### config.mk
export PLATFORM = sky130hd
export DESIGN_NAME = rgb_ycbcr_color_converter
export DESIGN_NICKNAME = d
export VERILOG_FILES = /design/src/design/rycc_pkg.sv /design/src/design/rgb_ycbcr_color_converter.sv
export SDC_FILE = /design/constraint.sdc
export NUM_CORES = 2
export LEC_CHECK = 0
export ABC_AREA = 0
export BUFFER_PORTS_ARGS = -buffer_cell sky130_fd_sc_hd__clkbuf_2
export CORE_MARGIN = 2
export CORE_UTILIZATION = 60
export CTS_CLUSTER_SIZE = 24
export DETAILED_ROUTE_END_ITERATION = 16
export HOLD_SLACK_MARGIN = 0.08
export PLACE_DENSITY = 0.78
export SYNTH_ARGS = -nofsm -noshare
export SYNTH_HDL_FRONTEND = slang
export SYNTH_SLANG_ARGS = --single-unit
### constraint.sdc
create_clock -name clk -period 11.75 [get_ports clk]
set_input_delay 1.7625 -clock clk [delete_from_list [all_inputs] [get_ports clk]]
set_output_delay 1.7625 -clock clk [all_outputs]
set_load 0.01 [all_outputs]
### src/design/rycc_pkg.sv
// Shared widths, operation codes and fixed-point coefficient tables for the color converter.
package rycc_pkg;

    localparam int FRAC_BITS = 20;

    localparam int PIX_W   = 8;
    localparam int OPND_W  = PIX_W + 1;
    localparam int COEF_W  = FRAC_BITS + 3;
    localparam int PROD_W  = OPND_W + COEF_W;
    localparam int SUM_W   = PROD_W + 2;
    localparam int INT_W   = SUM_W - FRAC_BITS;
    localparam int INT_W1  = INT_W + 1;
    localparam int CHAN_N  = 3;
    localparam int DATA_W  = CHAN_N * PIX_W;

    localparam logic OP_TO_YCC = 1'b0;
    localparam logic OP_TO_RGB = 1'b1;

    localparam logic BT601_RESET = 1'b1;

    typedef logic signed [COEF_W-1:0] coef_t;
    typedef coef_t coef_mat_t [CHAN_N][CHAN_N];

    // Coefficient magnitudes, rounded to nearest with ties up.
    localparam longint unsigned K601_YR = ((64'd65481 << FRAC_BITS) + 64'd127500) / 64'd255000;
    localparam longint unsigned K601_YG = ((64'd128553 << FRAC_BITS) + 64'd127500) / 64'd255000;
    localparam longint unsigned K601_YB = ((64'd24966 << FRAC_BITS) + 64'd127500) / 64'd255000;
    localparam longint unsigned K601_CBR =
        ((64'd37796864 << FRAC_BITS) + 64'd127500000) / 64'd255000000;
    localparam longint unsigned K601_CBG =
        ((64'd74203136 << FRAC_BITS) + 64'd127500000) / 64'd255000000;
    localparam longint unsigned K_HALF112 = ((64'd112 << FRAC_BITS) + 64'd127) / 64'd255;
    localparam longint unsigned K601_CRG =
        ((64'd93786112 << FRAC_BITS) + 64'd127500000) / 64'd255000000;
    localparam longint unsigned K601_CRB =
        ((64'd18213888 << FRAC_BITS) + 64'd127500000) / 64'd255000000;

    localparam longint unsigned K709_YR = ((64'd465594 << FRAC_BITS) + 64'd1275000) / 64'd2550000;
    localparam longint unsigned K709_YG =
        ((64'd1566288 << FRAC_BITS) + 64'd1275000) / 64'd2550000;
    localparam longint unsigned K709_YB = ((64'd158118 << FRAC_BITS) + 64'd1275000) / 64'd2550000;
    localparam longint unsigned K709_CBR = ((64'd476224 << FRAC_BITS) + 64'd2365890) / 64'd4731780;
    localparam longint unsigned K709_CBG =
        ((64'd1602048 << FRAC_BITS) + 64'd2365890) / 64'd4731780;
    localparam longint unsigned K709_CRG =
        ((64'd1602048 << FRAC_BITS) + 64'd2007870) / 64'd4015740;
    localparam longint unsigned K709_CRB = ((64'd161728 << FRAC_BITS) + 64'd2007870) / 64'd4015740;

    localparam longint unsigned KINV_Y =
        ((64'd1164383562 << FRAC_BITS) + 64'd500000000) / 64'd1000000000;
    localparam longint unsigned K601_RCR =
        ((64'd1596026317 << FRAC_BITS) + 64'd500000000) / 64'd1000000000;
    localparam longint unsigned K601_GCR =
        ((64'd8129674985 << FRAC_BITS) + 64'd5000000000) / 64'd10000000000;
    localparam longint unsigned K601_GCB =
        ((64'd3917615979 << FRAC_BITS) + 64'd5000000000) / 64'd10000000000;
    localparam longint unsigned K601_BCB =
        ((64'd2017232218 << FRAC_BITS) + 64'd500000000) / 64'd1000000000;
    localparam longint unsigned K709_RCR =
        ((64'd1792741071 << FRAC_BITS) + 64'd500000000) / 64'd1000000000;
    localparam longint unsigned K709_GCR =
        ((64'd5329093286 << FRAC_BITS) + 64'd5000000000) / 64'd10000000000;
    localparam longint unsigned K709_GCB =
        ((64'd2132486143 << FRAC_BITS) + 64'd5000000000) / 64'd10000000000;
    localparam longint unsigned K709_BCB =
        ((64'd2112401786 << FRAC_BITS) + 64'd500000000) / 64'd1000000000;

    localparam coef_t CZ = '0;

    // Returns the signed 3x3 matrix; row is the output channel, column the operand.
    function automatic coef_mat_t coef_sel(input logic op, input logic bt601);
        coef_mat_t m;
        if (op == OP_TO_YCC) begin
            if (bt601) begin
                m = '{'{coef_t'(K601_YR), coef_t'(K601_YG), coef_t'(K601_YB)},
                      '{-coef_t'(K601_CBR), -coef_t'(K601_CBG), coef_t'(K_HALF112)},
                      '{coef_t'(K_HALF112), -coef_t'(K601_CRG), -coef_t'(K601_CRB)}};
            end
            else begin
                m = '{'{coef_t'(K709_YR), coef_t'(K709_YG), coef_t'(K709_YB)},
                      '{-coef_t'(K709_CBR), -coef_t'(K709_CBG), coef_t'(K_HALF112)},
                      '{coef_t'(K_HALF112), -coef_t'(K709_CRG), -coef_t'(K709_CRB)}};
            end
        end
        else begin
            if (bt601) begin
                m = '{'{coef_t'(KINV_Y), CZ, coef_t'(K601_RCR)},
                      '{coef_t'(KINV_Y), -coef_t'(K601_GCB), -coef_t'(K601_GCR)},
                      '{coef_t'(KINV_Y), coef_t'(K601_BCB), CZ}};
            end
            else begin
                m = '{'{coef_t'(KINV_Y), CZ, coef_t'(K709_RCR)},
                      '{coef_t'(KINV_Y), -coef_t'(K709_GCB), -coef_t'(K709_GCR)},
                      '{coef_t'(KINV_Y), coef_t'(K709_BCB), CZ}};
            end
        end
        return m;
    endfunction

endpackage

### src/design/rgb_ycbcr_color_converter.sv
// Top level of the four-stage RGB / limited-range YCbCr color converter.
//
//   Port group     Dir  Payload
//   s_axis_*       in   tdata: in_first, in_second, in_third; tuser: op
//   m_axis_*       out  tdata: out_first, out_second, out_third
//   cfg_wr_*       in   use_bt601, written when cfg_wr_en is high
//
// Each transaction passes four register stages, and a new transaction can enter every cycle
// while the output does not stall: operand and coefficient select, nine multiplies,
// three-term sum, then rounding, offset and clamp in the output register.
// Reset clears all stage valid bits and sets use_bt601 to one.
// A stall at the output holds each full stage; empty stages keep filling.
module rgb_ycbcr_color_converter
(
    input  logic                          clk,
    input  logic                          rst_n,
    input  logic                          cfg_wr_en,
    input  logic                          cfg_wr_data,
    input  logic                          s_axis_tvalid,
    output logic                          s_axis_tready,
    // Bits from low: in_first, in_second, in_third.
    input  logic [rycc_pkg::DATA_W-1:0]   s_axis_tdata,
    // Bits from low: op.
    input  logic                          s_axis_tuser,
    output logic                          m_axis_tvalid,
    input  logic                          m_axis_tready,
    // Bits from low: out_first, out_second, out_third.
    output logic [rycc_pkg::DATA_W-1:0]   m_axis_tdata
);

    localparam int N  = rycc_pkg::CHAN_N;
    localparam int PW = rycc_pkg::PIX_W;
    localparam int IW = rycc_pkg::INT_W1;
    localparam int F  = rycc_pkg::FRAC_BITS;

    localparam logic signed [rycc_pkg::OPND_W-1:0] Y_OFS_IN = 16;
    localparam logic signed [rycc_pkg::OPND_W-1:0] C_OFS_IN = 128;
    localparam logic signed [rycc_pkg::SUM_W-1:0] HALF =
        rycc_pkg::SUM_W'(1) <<< (F - 1);

    localparam logic signed [IW-1:0] Y_OFS   = 16;
    localparam logic signed [IW-1:0] C_OFS   = 128;
    localparam logic signed [IW-1:0] ZERO_V  = 0;
    localparam logic signed [IW-1:0] Y_MIN   = 16;
    localparam logic signed [IW-1:0] Y_MAX   = 235;
    localparam logic signed [IW-1:0] C_MIN   = 16;
    localparam logic signed [IW-1:0] C_MAX   = 240;
    localparam logic signed [IW-1:0] RGB_MAX = 255;

    logic use_bt601_reg;

    logic v1_reg, v2_reg, v3_reg, v4_reg;
    logic rdy1, rdy2, rdy3, rdy4;

    logic op1_reg, op2_reg, op3_reg, op4_reg;
    logic signed [rycc_pkg::OPND_W-1:0] opnd1_reg [N];
    logic signed [rycc_pkg::OPND_W-1:0] opnd1_next [N];
    rycc_pkg::coef_mat_t coef1_reg;
    rycc_pkg::coef_mat_t coef1_next;
    logic signed [rycc_pkg::PROD_W-1:0] prod2_reg [N][N];
    logic signed [rycc_pkg::SUM_W-1:0]  sum3_reg [N];
    logic signed [rycc_pkg::SUM_W-1:0]  sum3_next [N];
    logic [PW-1:0] out4_reg [N];
    logic [PW-1:0] out4_next [N];

    assign rdy4 = !v4_reg || m_axis_tready;
    assign rdy3 = !v3_reg || rdy4;
    assign rdy2 = !v2_reg || rdy3;
    assign rdy1 = !v1_reg || rdy2;

    assign s_axis_tready = rdy1;
    assign m_axis_tvalid = v4_reg;
    assign m_axis_tdata  = {out4_reg[2], out4_reg[1], out4_reg[0]};

    always_ff @(posedge clk or negedge rst_n)
    begin
        if (!rst_n)
        begin
            use_bt601_reg <= rycc_pkg::BT601_RESET;
            v1_reg        <= 1'b0;
            v2_reg        <= 1'b0;
            v3_reg        <= 1'b0;
            v4_reg        <= 1'b0;
        end
        else
        begin
            if (cfg_wr_en)
            begin
                use_bt601_reg <= cfg_wr_data;
            end
            if (rdy1)
            begin
                v1_reg <= s_axis_tvalid;
            end
            if (rdy2)
            begin
                v2_reg <= v1_reg;
            end
            if (rdy3)
            begin
                v3_reg <= v2_reg;
            end
            if (rdy4)
            begin
                v4_reg <= v3_reg;
            end
        end
    end

    // Stage one: operands, with input offsets removed for conversion to RGB, coefficient matrix selected.
    always_comb
    begin
        coef1_next = rycc_pkg::coef_sel(s_axis_tuser, use_bt601_reg);
        for (int i = 0; i < N; i++)
        begin
            opnd1_next[i] = $signed({1'b0, s_axis_tdata[i*PW +: PW]});
        end
        if (s_axis_tuser == rycc_pkg::OP_TO_RGB)
        begin
            opnd1_next[0] = opnd1_next[0] - Y_OFS_IN;
            opnd1_next[1] = opnd1_next[1] - C_OFS_IN;
            opnd1_next[2] = opnd1_next[2] - C_OFS_IN;
        end
    end

    // Stage three: three-term sum plus one half.
    always_comb
    begin
        for (int i = 0; i < N; i++)
        begin
            sum3_next[i] = rycc_pkg::SUM_W'(prod2_reg[i][0]) + rycc_pkg::SUM_W'(prod2_reg[i][1])
                         + rycc_pkg::SUM_W'(prod2_reg[i][2]) + HALF;
        end
    end

    // Stage four: truncation toward zero, output offset and clamp.
    always_comb
    begin
        logic signed [IW-1:0] iv;
        logic signed [IW-1:0] ofs;
        logic signed [IW-1:0] lo;
        logic signed [IW-1:0] hi;
        logic                 inc;
        for (int i = 0; i < N; i++)
        begin
            inc = sum3_reg[i][rycc_pkg::SUM_W-1] && (sum3_reg[i][F-1:0] != '0);
            if (op3_reg == rycc_pkg::OP_TO_YCC)
            begin
                ofs = (i == 0) ? Y_OFS : C_OFS;
                lo  = (i == 0) ? Y_MIN : C_MIN;
                hi  = (i == 0) ? Y_MAX : C_MAX;
            end
            else
            begin
                ofs = ZERO_V;
                lo  = ZERO_V;
                hi  = RGB_MAX;
            end
            iv = IW'($signed(sum3_reg[i][rycc_pkg::SUM_W-1:F])) + $signed({{(IW-1){1'b0}}, inc})
               + ofs;
            if (iv < lo)
            begin
                iv = lo;
            end
            else if (iv > hi)
            begin
                iv = hi;
            end
            out4_next[i] = iv[PW-1:0];
        end
    end

    always_ff @(posedge clk)
    begin
        if (rdy1)
        begin
            op1_reg   <= s_axis_tuser;
            opnd1_reg <= opnd1_next;
            coef1_reg <= coef1_next;
        end
        if (rdy2)
        begin
            op2_reg <= op1_reg;
            for (int i = 0; i < N; i++)
            begin
                for (int j = 0; j < N; j++)
                begin
                    prod2_reg[i][j] <= opnd1_reg[j] * coef1_reg[i][j];
                end
            end
        end
        if (rdy3)
        begin
            op3_reg  <= op2_reg;
            sum3_reg <= sum3_next;
        end
        if (rdy4)
        begin
            op4_reg  <= op3_reg;
            out4_reg <= out4_next;
        end
    end

    // The input side only stalls when every stage holds a transaction.
    assert property (@(posedge clk) disable iff (!rst_n)
        !s_axis_tready |-> (v1_reg && v2_reg && v3_reg && v4_reg))
        else $error("input stalled with an empty pipeline stage");

    // A result appears only after the sum stage held a transaction.
    assert property (@(posedge clk) disable iff (!rst_n)
        $rose(m_axis_tvalid) |-> $past(v3_reg))
        else $error("output became valid without a transaction in the sum stage");

    // YCbCr results stay within the limited range.
    assert property (@(posedge clk) disable iff (!rst_n)
        (m_axis_tvalid && op4_reg == rycc_pkg::OP_TO_YCC) |->
            (out4_reg[0] >= 8'd16 && out4_reg[0] <= 8'd235 &&
             out4_reg[1] >= 8'd16 && out4_reg[1] <= 8'd240 &&
             out4_reg[2] >= 8'd16 && out4_reg[2] <= 8'd240))
        else $error("YCbCr result outside the limited range");

    // A transaction accepted while stage one is empty occupies stage one in the next cycle.
    assert property (@(posedge clk) disable iff (!rst_n)
        (s_axis_tvalid && s_axis_tready && !v1_reg) |=> v1_reg)
        else $error("accepted transaction lost in stage one");

endmodule
## After elaboration in Yosys (flattened, before gate mapping)

Memories as Yosys holds them, arrays and structs flattened.
Index checks and enable logic that the tools add are counted.

- Add/sub/neg operators: 18
- $mul: 9
- Order comparisons: 6
- Multiplexer cells: 16
- Reduce and logical (&&, ||, !) cells: 14

Operators with widths:

| operator | number |
|---|---|
| multiplier 9 x 23 -> 32 bit | 9 |
| 2-to-1 mux 207 bit | 1 |
| 2-to-1 mux 203 bit | 1 |
| 2-to-1 mux 157 bit | 1 |
| adder 33 x 32 -> 34 bit | 3 |
| adder 34 x 21 -> 34 bit (second input constant) | 3 |
| adder 32 x 32 -> 33 bit | 3 |
| nonzero test 20 bit | 3 |
| 2-to-1 mux 8 bit | 7 |
| adder 14 x 2 -> 15 bit | 3 |
| > comparator 15 x 9 -> 1 bit | 3 |
| < comparator 15 x 6 -> 1 bit | 3 |
| adder 15 x 9 -> 15 bit | 2 |
| 2-to-1 mux 26 bit | 1 |
| subtractor 8 x 8 -> 9 bit (second input constant) | 2 |
| adder 15 x 6 -> 15 bit | 1 |
| 2-to-1 mux 5 bit | 2 |
| subtractor 8 x 5 -> 9 bit (second input constant) | 1 |
| zero test 1 bit | 4 |
| logical OR 1 bit | 4 |
| 2-to-1 mux 4 bit | 1 |
| logical AND 1 bit | 3 |
| 2-to-1 mux 1 bit | 2 |

- Register bits after elaboration: 368
- Bits in writable memories: 288
- Input port bits: 31
- Memories kept: 1

Memories:

| name | words | width | read ports | clocked after Yosys merged registers in | wr ports | RTL line | RTL |
|---|---|---|---|---|---|---|---|
| prod2_reg | 3 | 96 | 3 | 0 | 3 | rgb_ycbcr_color_converter.sv:60 | `logic signed [rycc_pkg::PROD_W-1:0] prod2_reg [N][N];` |

## Longest topological paths before layout

- Depth in word-level cells: 7
- Depth in mapped cells: 26
- Mapped depth without buffers: 24

## Worst setup path after synthesis

Ideal clock, no wire load.

- Kind: input -> register
- From: in m_axis_tready
- To: reg op2_reg (enable)
- Setup time: 2.897 ns
- Arrival time: 8.374 ns
- Path slack: 0.479 ns
- Cell stages on the path: 2
- Path through: nor2b_1 -> nand3_1

- Word-level cells in the longest chain between the ends: 3

RTL lines:

| item | RTL line | RTL |
|---|---|---|
| from (decl) | rgb_ycbcr_color_converter.sv:26 | `input logic m_axis_tready,` |
| logical OR 1 bit | rgb_ycbcr_color_converter.sv:66 | `assign rdy4 = !v4_reg \|\| m_axis_tready;` |
| logical OR 1 bit | rgb_ycbcr_color_converter.sv:67 | `assign rdy3 = !v3_reg \|\| rdy4;` |
| logical OR 1 bit | rgb_ycbcr_color_converter.sv:68 | `assign rdy2 = !v2_reg \|\| rdy3;` |
| named net rdy2 | rgb_ycbcr_color_converter.sv:53 | `logic rdy1, rdy2, rdy3, rdy4;` |
| to (signal assigned) | rgb_ycbcr_color_converter.sv:183 | `op2_reg <= op1_reg;` |
| to (decl) | rgb_ycbcr_color_converter.sv:55 | `logic op1_reg, op2_reg, op3_reg, op4_reg;` |

The timed path passes the listed nets, and every way through them passes these cells.
A chain may end at the register's enable or synchronous reset.

==> impl_results.html <==
<table>
<tr><th>Metric</th><th>Value</th></tr>
<tr><th colspan="2">Yosys</th></tr>
<tr><td>Post-synth EDFFs</td><td>457</td></tr>
<tr><td>Total of warnings raised by yosys</td><td>0</td></tr>
<tr><td>Share of async-settable or async-resettable flops after synthesis</td><td>under 10%</td></tr>
<tr><td>Share of the yosys chip area belonging to registers</td><td>roughly a fifth</td></tr>
<tr><td>Unique masters post-synth</td><td>between 80 and 90</td></tr>
<tr><td>Synth Register Bits</td><td>about 460</td></tr>
<tr><td>Most numerous cell in the Yosys netlist</td><td>inv_1</td></tr>
<tr><td>Number of standard cells after synthesis</td><td>between 6,000 and 7,000</td></tr>
<tr><td>Total standard cell area after synthesis</td><td>roughly 68,000 sq um</td></tr>
<tr><td>Post-synth top area cell</td><td>fa_1</td></tr>
<tr><td>Top FF cell, synth</td><td>edfxtp_1</td></tr>
<tr><td>Fraction of post-synthesis cell area in the top cell type by area</td><td>30.62%</td></tr>
<tr><td>Synth Area per Inst</td><td>10.75 sq um</td></tr>
<tr><td>Post-synth top cells</td><td>1,319 x inv_1, 1,101 x ha_1, 1,037 x fa_1</td></tr>
<tr><td>Top area cells in the synthesized netlist</td><td>fa_1 31%, ha_1 20%, edfxtp_1 20%, inv_1 7.3%, xnor2_1 3.5%</td></tr>
<tr><th colspan="2">Timing</th></tr>
<tr><td>Worst Skew</td><td>around 50 ps</td></tr>
<tr><td>Total setup violations reported at the end of the flow</td><td>0</td></tr>
<tr><td>Final period demand of the worst path</td><td>slightly below 7000 ps</td></tr>
<tr><td>Setup TNS</td><td>0 ps</td></tr>
<tr><td>Unrepaired setup endpoints after global routing</td><td>false</td></tr>
<tr><td>Headroom to the max-slew limit</td><td>a little under a quarter</td></tr>
<tr><td>Number of hold-slack violations in the final timing report</td><td>0</td></tr>
<tr><td>Final number of max-transition violations</td><td>0</td></tr>
<tr><td>Highest attainable clock frequency</td><td>about 140 MHz</td></tr>
<tr><td>Worst path setup slack after routing</td><td>around 4800 ps</td></tr>
<tr><td>Worst-Margin Slew</td><td>about 1100 ps</td></tr>
<tr><td>Fin crit share</td><td>59.14%</td></tr>
<tr><td>Worst Hold Slack</td><td>~470 ps</td></tr>
<tr><th colspan="2">Drt</th></tr>
<tr><td>Final routed wirelength across all metal layers</td><td>between 150 and 200 mm</td></tr>
<tr><td>Remaining number of nets flagged by the antenna check after routing</td><td>0</td></tr>
<tr><td>DRC violation total after the first TritonRoute iteration</td><td>roughly 4,000</td></tr>
<tr><td>Via count normalized by instance count</td><td>~5.8</td></tr>
<tr><td>DR vias</td><td>around 46,000</td></tr>
<tr><td>Pre-Repair DR Iteration Count</td><td>6</td></tr>
<tr><td>Routed wirelength normalized by instance count</td><td>23.64 um</td></tr>
<tr><td>Post-detailed-route DRC marker count</td><td>0</td></tr>
<tr><th colspan="2">GRT</th></tr>
<tr><td>Gr ovfl total</td><td>0</td></tr>
<tr><td>Global-route wire length before repair</td><td>roughly 290 mm</td></tr>
<tr><td>Maximum number of pins on one net before global-route repair</td><td>86</td></tr>
<tr><td>Antenna violations before repair</td><td>8</td></tr>
<tr><td>Vias in the first global route</td><td>approximately 48,000</td></tr>
<tr><td>Aggregate global-route resource usage</td><td>33.32%</td></tr>
<tr><th colspan="2">Worst setup path</th></tr>
<tr><td>Sort of element at the end of the critical path</td><td>register</td></tr>
<tr><td>Maximum fanout count along the critical path</td><td>18</td></tr>
<tr><td>Kind of launch point of the worst setup path</td><td>register</td></tr>
<tr><td>R2r endpoint</td><td>prod2_reg[1][62]$_DFFE_PP_</td></tr>
<tr><td>Cell count of the worst reg-to-reg path</td><td>19</td></tr>
<tr><td>Flop-to-flop setup slack</td><td>4800 ps</td></tr>
<tr><td>Crit path required time</td><td>12,190 ps</td></tr>
<tr><td>Arr. time, crit path</td><td>roughly 7400 ps</td></tr>
<tr><td>Reg-to-reg critical path startpoint</td><td>opnd1_reg[11]$_DFFE_PP_</td></tr>
<tr><td>WS Path Type</td><td>reg -&gt; reg</td></tr>
<tr><th colspan="2">Clocking</th></tr>
<tr><td>Post-cts hold buffer count</td><td>0</td></tr>
<tr><td>Clock root buffer</td><td>clkbuf_16</td></tr>
<tr><td>Bufs on Longest Clock Path</td><td>3</td></tr>
<tr><td>Clk sink count</td><td>~460</td></tr>
<tr><td>Clock H-tree levels</td><td>2</td></tr>
<tr><td>CTS tree</td><td>yes</td></tr>
<tr><td>Clk Latency, worst-skew pair</td><td>about 700 ps</td></tr>
<tr><td>TritonCTS buffer count</td><td>56</td></tr>
<tr><td>Clock transition at path regs</td><td>60 ps</td></tr>
<tr><td>Post_cts resized</td><td>0</td></tr>
<tr><td>Post CTS Setup Buffer Count</td><td>0</td></tr>
<tr><th colspan="2">Finish</th></tr>
<tr><td>Max FFs per register</td><td>287</td></tr>
<tr><td>Final core utilization</td><td>between 60% and 70%</td></tr>
<tr><td>Share of final-layout standard cells stronger than drive strength 1</td><td>~3.6%</td></tr>
<tr><td>Final-stage net count</td><td>8,550</td></tr>
<tr><td>Area growth from synthesis to layout</td><td>5.988%</td></tr>
<tr><th colspan="2">Die</th></tr>
<tr><td>Initial core utilization</td><td>60.36%</td></tr>
<tr><td>Row count</td><td>roughly 120</td></tr>
<tr><td>Vertical die dimension</td><td>around 340 um</td></tr>
<tr><td>Die outline area</td><td>between 100,000 and 150,000 sq um</td></tr>
<tr><td>Horizontal extent of the die</td><td>roughly 340 um</td></tr>
<tr><td>IO Count</td><td>57</td></tr>
<tr><td>Area of the core</td><td>~110,000 sq um</td></tr>
<tr><th colspan="2">Place</th></tr>
<tr><td>Pre-CTS setup slack</td><td>slightly below 5000 ps</td></tr>
<tr><td>Final HPWL DP</td><td>about 160 mm</td></tr>
<tr><td>Final estimated routing congestion in global placement</td><td>~1.0</td></tr>
<tr><td>Number of buffers inserted by port buffering</td><td>56</td></tr>
<tr><th colspan="2">Job</th></tr>
<tr><td>Number of violations of the max-capacitance limit</td><td>0</td></tr>
<tr><th colspan="2">Worst hold path</th></tr>
<tr><td>Worst hold path depth</td><td>1</td></tr>
<tr><td>Endpoint with the worst hold slack</td><td>v2_reg$_DFFE_PN0P_</td></tr>
<tr><td>Type of the worst min-delay path</td><td>reg -&gt; reg</td></tr>
<tr><td>Startpoint of the worst hold path</td><td>v1_reg$_DFFE_PN0P_</td></tr>
<tr><th colspan="2">Run status</th></tr>
<tr><td>Status</td><td>finished clean</td></tr>
</table>
## stage by stage
stage          std cells  instance area [sq um]
2_1_floorplan       6319                  67840
3_3_place_gp        7823                  69980
3_5_place_dp        7823                  69980
4_1_cts             7925                  71860
5_1_grt             7925                  71860
6_report            7929                  71870
## placed cells by master, fill, tap and decap left out, types with 8 or more instances in the layout
cell / n
a31oi_1: 34
clkbuf_16: 56
nand3_1: 74
clkbuf_1: 11
fa_1: 1037
clkbuf_2: 56
nor4_1: 24
nand2b_1: 60
and2_1: 139
a21oi_1: 264
nor2b_1: 62
a31o_2: 15
o211ai_1: 16
and3_1: 31
o31ai_1: 12
xnor2_1: 268
o21ai_1: 44
ha_1: 1101
a211oi_1: 41
o21ai_0: 89
inv_1: 1319
conb_1: 11
or3_1: 14
clkinv_1: 8
nor3_1: 52
buf_4: 41
nand4_1: 21
o21a_1: 59
o21bai_1: 53
or2_2: 15
nand2_1: 322
xor2_1: 106
a41oi_1: 8
nor2_1: 224
edfxtp_1: 457
a21o_1: 117
## final cells by class
type                            count  area (sq um)
Antenna cell                        4         10.01
Clock buffer                       67          1443
Clock inverter                     35         437.9
Fill cell                        8993         40480
Inverter                         1319          4951
Multi-Input combinational cell   4445         48710
Sequential cell                   462         13850
Tap cell                         1500          1877
Timing Repair Buffer               97         588.1
## how the worst max path moves through the flow
stage                                     startpoint                    endpoint  cells past startpoint
after global placement    opnd1_reg[8]$_SDFFCE_PN0P_  prod2_reg[1][31]$_DFFE_PP_                     22
after global routing      opnd1_reg[8]$_SDFFCE_PN0P_  prod2_reg[1][28]$_DFFE_PP_                     23
after detailed placement  opnd1_reg[8]$_SDFFCE_PN0P_  prod2_reg[1][31]$_DFFE_PP_                     22
after CTS                 opnd1_reg[8]$_SDFFCE_PN0P_  prod2_reg[1][31]$_DFFE_PP_                     22
final                        opnd1_reg[11]$_DFFE_PP_  prod2_reg[1][62]$_DFFE_PP_                     19
after floorplan                        m_axis_tready           op2_reg$_DFFE_PP_                      2
## logic make-up after synthesis
kind of cell	after synthesis	synth area share, %
other	2	0.01108
muxes	8	0.1199
and+or+nand+nor	1065	7.654
xor gates and xnor gates	374	4.831
buffers and inverters	1412	7.816
AOI/OAI and AO/OA	849	8.213
adders and majority gates	2138	50.93
DFF	462	20.42
## critical path, cell delays in order, from the launching register on
cell	delay [ps]
edfxtp_1	1060
nand2_1	280
inv_1	480
fa_1	530
fa_1	560
inv_1	80
fa_1	540
inv_1	50
fa_1	430
ha_1	290
ha_1	320
a21oi_1	260
o21bai_1	130
a21oi_1	230
a21oi_1	130
o21a_1	210
o41ai_1	600
o211a_1	260
a21oi_1	80
xor2_1	140
## layer usage
layer / up-vias / share of wire, % / routed length (um) / track usage, %
met5: - / 0.0069 / 13 / 0
met4: 2 / 4.9 / 9219 / 13.65
met3: 339 / 9.2 / 17300 / 7.730
met2: 1919 / 44 / 81630 / 50.37
met1: 22690 / 42 / 79290 / 46.63
li1: 20830 / - / - / -
Power is left out: the tool's default activity adds up to more than one toggle a clock period on the data nets, which glitch-free logic cannot reach.
